## config.mk

```make
export PLATFORM = sky130hd
export DESIGN_NAME = hsl_to_rgb_converter
export DESIGN_NICKNAME = d
export VERILOG_FILES = /design/src/hw/rtl/hslrgb_pkg.sv /design/src/hw/rtl/hsl_to_rgb_converter.sv /design/src/hw/rtl/hslrgb_levels.sv /design/src/hw/rtl/hslrgb_chan.sv
export SDC_FILE = /design/constraint.sdc
export NUM_CORES = 2
export LEC_CHECK = 0
export BUFFER_PORTS_ARGS = -buffer_cell sky130_fd_sc_hd__buf_2
export CAP_MARGIN = 10
export CORE_UTILIZATION = 40
export DETAILED_ROUTE_END_ITERATION = 16
export MAX_ROUTING_LAYER = met4
export PLACE_DENSITY = 0.58
export SLEW_MARGIN = 15
export SYNTH_ARGS = -nofsm -noshare
export SYNTH_HDL_FRONTEND = slang
export SYNTH_SLANG_ARGS = --single-unit
```

## constraint.sdc

```tcl
create_clock -name aclk -period 9.6 [get_ports aclk]
set_input_delay 1.44 -clock aclk [delete_from_list [all_inputs] [get_ports aclk]]
set_output_delay 1.44 -clock aclk [all_outputs]
set_load 0.02 [all_outputs]
```

## src/hw/rtl/hslrgb_pkg.sv

```systemverilog
// ----------------------------------------------------------------------------
// HSL to RGB package
// Beat types, stage enables and the fixed constants of the color conversion.
// ----------------------------------------------------------------------------
package hslrgb_pkg;

    typedef struct packed {
        logic [8:0] hue_deg;
        logic [6:0] sat_pct;
        logic [6:0] light_pct;
    } hsl_in_t;

    typedef struct packed {
        logic [7:0] red;
        logic [7:0] green;
        logic [7:0] blue;
    } rgb_out_t;

    // One load enable per pipeline stage.
    typedef struct packed {
        logic s1;
        logic s2;
        logic s3;
        logic s4;
        logic s5;
    } stage_en_t;

    localparam int unsigned HUE_W   = 9;
    localparam int unsigned PCT_W   = 7;
    localparam int unsigned LEVEL_W = 14;   // Q and P, up to 10000
    localparam int unsigned RAMP_W  = 20;   // ramp times 60, up to 600000
    localparam int unsigned SLOPE_W = 6;    // degrees into a slope, 0..60
    localparam int unsigned SCALE_W = 24;   // ramp times 17
    localparam int unsigned QIN_W   = 18;   // scaled ramp after the shift
    localparam int unsigned RECIP_W = 19;
    localparam int unsigned PROD_W  = QIN_W + RECIP_W;

    localparam logic [HUE_W-1:0] FULL_TURN  = 9'd360;
    localparam logic [HUE_W-1:0] THIRD_TURN = 9'd120;
    localparam logic [HUE_W-1:0] TWO_THIRDS = 9'd240;
    localparam logic [HUE_W-1:0] SIXTH_TURN = 9'd60;
    localparam logic [HUE_W-1:0] HALF_TURN  = 9'd180;

    localparam logic [PCT_W-1:0] PCT_ONE  = 7'd100;
    localparam logic [PCT_W-1:0] PCT_HALF = 7'd50;

    // 255/600000 reduces to 17/40000, and 40000 = 64 * 625. The divide by
    // 625 is a multiply by ceil(2^28 / 625), exact for all quotients here.
    localparam int unsigned     SCALE_SHIFT = 6;
    localparam int unsigned     RECIP_SHIFT = 28;
    localparam logic [RECIP_W-1:0] RECIP_625 = 19'd429497;

    localparam logic [8:0] CHAN_MAX = 9'd255;

endpackage

```

## src/hw/rtl/hsl_to_rgb_converter.sv

```systemverilog
// Throughput: one color per cycle while the output does not stall; five register
// stages, each with its own valid bit, and an empty stage lets the pipeline
// fill while the output stalls.
// Reset clears the valid bits only; the data path holds no state between beats.
// ----------------------------------------------------------------------------
// HSL to RGB converter
// Pipelined conversion of whole-degree hue and percent saturation and
// lightness to 8-bit red, green and blue.
// ----------------------------------------------------------------------------
module hsl_to_rgb_converter import hslrgb_pkg::*; (
    input  logic     aclk,
    input  logic     aresetn,
    input  logic     s_valid,
    output logic     s_ready,
    input  hsl_in_t  s_data,
    output logic     m_valid,
    input  logic     m_ready,
    output rgb_out_t m_data
);

    logic [4:0]         valid_reg, valid_next;
    stage_en_t          stage_en;

    logic [LEVEL_W-1:0] q_level;
    logic [LEVEL_W-1:0] p_level;
    logic [HUE_W-1:0]   t_red;
    logic [HUE_W-1:0]   t_green;
    logic [HUE_W-1:0]   t_blue;

    // A stage loads when it is empty or when the stage after it moves on.
    always_comb begin
        stage_en.s5 = !valid_reg[4] || m_ready;
        stage_en.s4 = !valid_reg[3] || stage_en.s5;
        stage_en.s3 = !valid_reg[2] || stage_en.s4;
        stage_en.s2 = !valid_reg[1] || stage_en.s3;
        stage_en.s1 = !valid_reg[0] || stage_en.s2;

        valid_next    = valid_reg;
        if (stage_en.s1) valid_next[0] = s_valid;
        if (stage_en.s2) valid_next[1] = valid_reg[0];
        if (stage_en.s3) valid_next[2] = valid_reg[1];
        if (stage_en.s4) valid_next[3] = valid_reg[2];
        if (stage_en.s5) valid_next[4] = valid_reg[3];
    end

    always_ff @(posedge aclk) begin
        if (!aresetn) begin
            valid_reg <= '0;
        end else begin
            valid_reg <= valid_next;
        end
    end

    hslrgb_levels u_levels (
        .aclk     (aclk),
        .stage_en (stage_en),
        .in_data  (s_data),
        .q_level  (q_level),
        .p_level  (p_level),
        .t_red    (t_red),
        .t_green  (t_green),
        .t_blue   (t_blue)
    );

    hslrgb_chan u_chan_red (
        .aclk     (aclk),
        .stage_en (stage_en),
        .q_level  (q_level),
        .p_level  (p_level),
        .t_deg    (t_red),
        .chan     (m_data.red)
    );

    hslrgb_chan u_chan_green (
        .aclk     (aclk),
        .stage_en (stage_en),
        .q_level  (q_level),
        .p_level  (p_level),
        .t_deg    (t_green),
        .chan     (m_data.green)
    );

    hslrgb_chan u_chan_blue (
        .aclk     (aclk),
        .stage_en (stage_en),
        .q_level  (q_level),
        .p_level  (p_level),
        .t_deg    (t_blue),
        .chan     (m_data.blue)
    );

    assign s_ready = stage_en.s1;
    assign m_valid = valid_reg[4];

endmodule

```

## src/hw/rtl/hslrgb_levels.sv

```systemverilog
// ----------------------------------------------------------------------------
// HSL levels
// Input cleanup, the Q and P levels and the per-channel hue offsets.
// ----------------------------------------------------------------------------
module hslrgb_levels import hslrgb_pkg::*; (
    input  logic                 aclk,
    input  stage_en_t            stage_en,
    input  hsl_in_t              in_data,
    output logic [LEVEL_W-1:0]   q_level,
    output logic [LEVEL_W-1:0]   p_level,
    output logic [HUE_W-1:0]     t_red,
    output logic [HUE_W-1:0]     t_green,
    output logic [HUE_W-1:0]     t_blue
);

    logic [HUE_W-1:0]   hue_reg, hue_next;
    logic [PCT_W-1:0]   sat_reg, sat_next;
    logic [PCT_W-1:0]   lit_reg, lit_next;

    logic [LEVEL_W-1:0] q_reg, q_next;
    logic [LEVEL_W-1:0] p_reg, p_next;
    logic [HUE_W-1:0]   tr_reg, tr_next;
    logic [HUE_W-1:0]   tg_reg, tg_next;
    logic [HUE_W-1:0]   tb_reg, tb_next;

    logic [LEVEL_W-1:0] lit_sat;
    logic [LEVEL_W:0]   q_wide;
    logic [LEVEL_W:0]   lit_200;
    logic [HUE_W:0]     hue_plus_third;
    logic [HUE_W:0]     hue_plus_two;

    // Stage 1: wrap the hue once and clamp both percentages.
    always_comb begin
        hue_next = (in_data.hue_deg >= FULL_TURN) ? in_data.hue_deg - FULL_TURN
                                                  : in_data.hue_deg;
        sat_next = (in_data.sat_pct > PCT_ONE) ? PCT_ONE : in_data.sat_pct;
        lit_next = (in_data.light_pct > PCT_ONE) ? PCT_ONE : in_data.light_pct;
    end

    // Stage 2: Q and P in units of 1/10000, and the wrapped channel offsets.
    always_comb begin
        lit_sat = LEVEL_W'(lit_reg) * LEVEL_W'(sat_reg);
        if (lit_reg < PCT_HALF) begin
            q_wide = (LEVEL_W+1)'(lit_reg) * (LEVEL_W+1)'(PCT_ONE)
                   + (LEVEL_W+1)'(lit_sat);
        end else begin
            q_wide = (LEVEL_W+1)'(lit_reg) * (LEVEL_W+1)'(PCT_ONE)
                   + (LEVEL_W+1)'(sat_reg) * (LEVEL_W+1)'(PCT_ONE)
                   - (LEVEL_W+1)'(lit_sat);
        end
        lit_200 = (LEVEL_W+1)'(lit_reg) * (LEVEL_W+1)'(2 * PCT_ONE);
        q_next  = q_wide[LEVEL_W-1:0];
        p_next  = LEVEL_W'(lit_200 - q_wide);

        hue_plus_third = (HUE_W+1)'(hue_reg) + (HUE_W+1)'(THIRD_TURN);
        hue_plus_two   = (HUE_W+1)'(hue_reg) + (HUE_W+1)'(TWO_THIRDS);
        tr_next = (hue_plus_third >= (HUE_W+1)'(FULL_TURN))
                ? HUE_W'(hue_plus_third - (HUE_W+1)'(FULL_TURN))
                : hue_plus_third[HUE_W-1:0];
        tg_next = hue_reg;
        tb_next = (hue_plus_two >= (HUE_W+1)'(FULL_TURN))
                ? HUE_W'(hue_plus_two - (HUE_W+1)'(FULL_TURN))
                : hue_plus_two[HUE_W-1:0];
    end

    always_ff @(posedge aclk) begin
        if (stage_en.s1) begin
            hue_reg <= hue_next;
            sat_reg <= sat_next;
            lit_reg <= lit_next;
        end
        if (stage_en.s2) begin
            q_reg  <= q_next;
            p_reg  <= p_next;
            tr_reg <= tr_next;
            tg_reg <= tg_next;
            tb_reg <= tb_next;
        end
    end

    assign q_level = q_reg;
    assign p_level = p_reg;
    assign t_red   = tr_reg;
    assign t_green = tg_reg;
    assign t_blue  = tb_reg;

endmodule

```

## src/hw/rtl/hslrgb_chan.sv

```systemverilog
// ----------------------------------------------------------------------------
// HSL channel
// Piecewise hue ramp for one channel and the exact scale to 8 bits.
// ----------------------------------------------------------------------------
module hslrgb_chan import hslrgb_pkg::*; (
    input  logic                 aclk,
    input  stage_en_t            stage_en,
    input  logic [LEVEL_W-1:0]   q_level,
    input  logic [LEVEL_W-1:0]   p_level,
    input  logic [HUE_W-1:0]     t_deg,
    output logic [7:0]           chan
);

    logic [RAMP_W-1:0]  ramp_reg, ramp_next;
    logic [8:0]         quot_reg, quot_next;
    logic [7:0]         chan_reg, chan_next;

    logic [LEVEL_W-1:0] span;
    logic [SLOPE_W-1:0] slope;
    logic [HUE_W-1:0]   fall;
    logic [SCALE_W-1:0] scaled;
    logic [QIN_W-1:0]   qin;
    logic [PROD_W-1:0]  prod;

    // Stage 3: ramp times 60 = 60*P + (Q-P)*d, d the degrees into the slope.
    // The flat part is d = 60, which gives 60*Q.
    always_comb begin
        span = q_level - p_level;
        fall = TWO_THIRDS - t_deg;
        priority if (t_deg < SIXTH_TURN) begin
            slope = t_deg[SLOPE_W-1:0];
        end else if (t_deg < HALF_TURN) begin
            slope = SLOPE_W'(SIXTH_TURN);
        end else if (t_deg < TWO_THIRDS) begin
            slope = fall[SLOPE_W-1:0];
        end else begin
            slope = '0;
        end
        ramp_next = RAMP_W'(p_level) * RAMP_W'(SIXTH_TURN)
                  + RAMP_W'(span) * RAMP_W'(slope);
    end

    // Stage 4: floor(ramp * 17 / 40000); the power-of-two part is a shift.
    always_comb begin
        scaled    = (SCALE_W'(ramp_reg) << 4) + SCALE_W'(ramp_reg);
        qin       = QIN_W'(scaled >> SCALE_SHIFT);
        prod      = PROD_W'(qin) * PROD_W'(RECIP_625);
        quot_next = prod[RECIP_SHIFT +: 9];
    end

    // Stage 5: clamp to 255 and output register.
    always_comb begin
        chan_next = (quot_reg > CHAN_MAX) ? CHAN_MAX[7:0] : quot_reg[7:0];
    end

    always_ff @(posedge aclk) begin
        if (stage_en.s3) begin
            ramp_reg <= ramp_next;
        end
        if (stage_en.s4) begin
            quot_reg <= quot_next;
        end
        if (stage_en.s5) begin
            chan_reg <= chan_next;
        end
    end

    assign chan = chan_reg;

endmodule

```

==> metrics.md <==
| Metric | Value |
|---|---|
| Fraction of registers with async set/reset | 0 |
| Required time of the worst setup path | 9.87 ns |
| Type of the worst min-delay path | flop to flop |
| PostCTS Resize Cnt | 0 |
| I/O pin cnt | 53 |
| Mean number of vias per cell | between 4 and 5 |
| CTS Sinks | around 180 |
| Number of H-tree levels | 4 |
| Initial antenna violation count | 0 |
| Minimum clock period | approximately 8.7 ns |
| Clock Tree Buf Depth | 2 |
| Data arrival time of the critical path | approximately 9.0 ns |
| Port bufs | 52 |
| Slew @ Worst Pin | ~1.3 ns |
| DR vias | 26971 |
| Detailed Place HPWL | about 77 mm |
| Ys Warns | 0 |
| Nets@finish | 5604 |
| Slew margin rel. | 0.165 |
| Synthesized area | 0.0405 mm2 |
| CP bufs+invs | 4 |
| CTS Hold Bufs | 0 |
| Post CTS Setup Buffer Count | 0 |
| Placer Congestion | 0.916 |
| Slowest cell on crit path | fa_1 |
| Crit end category | flop |
| Die area | around 0.1 mm2 |
| MaxCap Viol Count | 0 |
| Clk_lat worst skew | 0.51 ns |
| CP Class | flop to flop |
| Type of origin of the critical path | flop |
| Top cell type's share of synthesized area | 0.313 |
| Largest net degree at the start of global routing | 58 |
| EDFF count, synth | around 180 |
| Peak Freq | roughly 120 MHz |
| Remaining antenna violation count | 0 |
| Core box area | about 0.1 mm2 |
| Slew Viols, Final | 0 |
| Per-cell routed wire length | ~16 um |
| R2R Setup Slk | 0.92 ns |
| CTS Root Cell | clkbuf_16 |
| Sequential cell area fraction in the yosys report | 0.135 |
| R2r endpoint | u_chan_green.quot_reg[8]$_DFFE_PP_ |
| Synthesized net count | roughly 5600 |
| Most frequent cells in the layout | inv_1 (1072), ha_1 (739), fa_1 (632) |
| Hold Path Sink | u_levels.t_blue[2]$_DFFE_PP_ |
| CTS tree | done |
| Crit share post-route | 0.904 |
| CTS Buf Count | 17 |
| Top delay family on crit path | adder cells |
| Total track usage | 0.186 |
| Die span in x | about 320 um |
| Antenna diodes | 0 |
| Main synth FF type | edfxtp_1 |
| Largest area contributor in the netlist | fa_1 |
| Commonest non-fill, non-tap cell in the layout | inv_1 |
| Hold wc startpoint | u_levels.hue_reg[2]$_DFFE_PP_ |
| Die height | between 300 and 400 um |
| Layout area overhead | 6.13% |
| DR iter-0 viols | about 1300 |
| Syn avg cell area | ~9.7 um2 |
| RSZ-0062 raised after global routing | false |
| # setup viols final | 0 |
| Distinct cell type count after synthesis | 83 |
| TNS Setup | 0 ns |
| Drt pass-1 iters | 5 |
| Remaining global-route overflow | 0 |
| Worst path most repeated cell | fa_1 |
| Synthesized flop and latch total | between 150 and 200 |
| Hold Path Stages | 0 |
| Clock transition at the registers of the reported paths | ~0.090 ns |
| Ranking of synthesized cells by area | fa_1 (31%), ha_1 (23%), edfxtp_1 (13%), inv_1 (10%), xnor2_1 (3.0%) |
| Reg-to-Reg Start | u_chan_green.ramp_reg[6]$_DFFE_PP_ |
| CP Max Fanout | 4 |
| DRC | 0 |
| Status | completed |
| Vias in the first global route | 28554 |
| Starting Density | 0.404 |
| First-pass GRT wire length | between 100 and 150 mm |
| Reg2Reg Depth | 31 |
| CP max stage delay | approximately 0.57 ns |
| Share of cells above drive strength 1 | 0.0434 |
| Final Hold Fails | 0 |
| Post-Route WL | 88.2 mm |
| Clock skew | approximately 0.022 ns |
| Site Rows | ~120 |
| Cells after Synth | between 4000 and 5000 |
[kinds of logic (layout without fill, tap and decap cells)]
group,after synthesis,count (layout),share of synthesized area
AO/OA/AOI/OAI,468,468,0.0757
XOR/XNOR,228,228,0.0495
adder cells (fa/ha/maj),1372,1372,0.541
buffers and inverters,1116,1180,0.104
flip-flops,184,184,0.135
multiplexers,9,9,0.00235
AND/OR/NAND/NOR,777,777,0.0919
[worst max path at each step]
stage	startpoint	to	slack, ns	cells after the start
finish	u_chan_green.ramp_reg[6]$_DFFE_PP_	u_chan_green.quot_reg[8]$_DFFE_PP_	0.92	31
global route	u_chan_green.ramp_reg[6]$_DFFE_PP_	u_chan_green.quot_reg[8]$_DFFE_PP_	0.15	31
CTS	u_chan_green.ramp_reg[6]$_DFFE_PP_	u_chan_green.quot_reg[8]$_DFFE_PP_	0.92	31
detailed placement	u_chan_green.ramp_reg[6]$_DFFE_PP_	u_chan_green.quot_reg[8]$_DFFE_PP_	0.96	31
global placement	u_chan_green.ramp_reg[6]$_DFFE_PP_	u_chan_green.quot_reg[8]$_DFFE_PP_	1.02	32
floorplan	u_chan_green.ramp_reg[6]$_DFFE_PP_	u_chan_green.quot_reg[8]$_DFFE_PP_	1.60	32
[area by class of cell]
type / instances / area [um2]
inverter: 1073 / 4030
timing repair buffer: 76 / 440
clock buffer: 17 / 425
sequential: 184 / 5480
multi-input combinational: 2854 / 30800
clock inverter: 14 / 135
tap: 1298 / 1620
fill: 9745 / 57200
[Yosys cell counts, types with 5 or more instances]
master / n
or3_1: 21
fa_1: 632
nand4_1: 11
a31oi_1: 12
nor2b_1: 42
o22a_1: 8
and2_1: 53
o31a_1: 5
o31ai_1: 5
a21oi_1: 148
buf_2: 6
o211ai_1: 10
and3_1: 25
nor3_1: 45
a21o_1: 52
nor3b_1: 11
a211oi_1: 12
or2_2: 39
mux2i_1: 5
xnor2_1: 140
ha_1: 739
o22ai_1: 5
inv_1: 1073
nor2_1: 175
nand3_1: 53
nand2_1: 251
clkbuf_1: 35
edfxtp_1: 179
o21a_1: 22
xor2_1: 87
dfxtp_1: 5
o21bai_1: 17
o21ai_0: 93
a21boi_0: 9
a41o_1: 5
nand2b_1: 30
[per-layer routing]
layer,up-vias,routed length (um),track usage
met4,0,1840,0.0456
met1,13248,42200,0.247
li1,13232,-,-
met5,-,0,-
met2,407,41000,0.300
met3,84,3190,0.0263
[per-stage QoR]
stage / util / cells / hold WS (ns) / worst slack (ns) / cell area [um2]
after CTS: 0.429 / 5516 / 0.461 / 0.920 / 42900
final: 0.429 / 5516 / 0.459 / 0.920 / 43000
after floorplan: - / 4154 / 0.427 / 1.60 / 40500
after global placement: 0.423 / 5485 / 0.436 / 1.02 / 42400
after global routing: 0.429 / 5516 / 0.480 / 0.149 / 43000
after detailed placement: 0.423 / 5485 / 0.439 / 0.960 / 42400
Power is not shown: default switching activity piles up to over one toggle a cycle in this logic, so the estimate is an artifact.
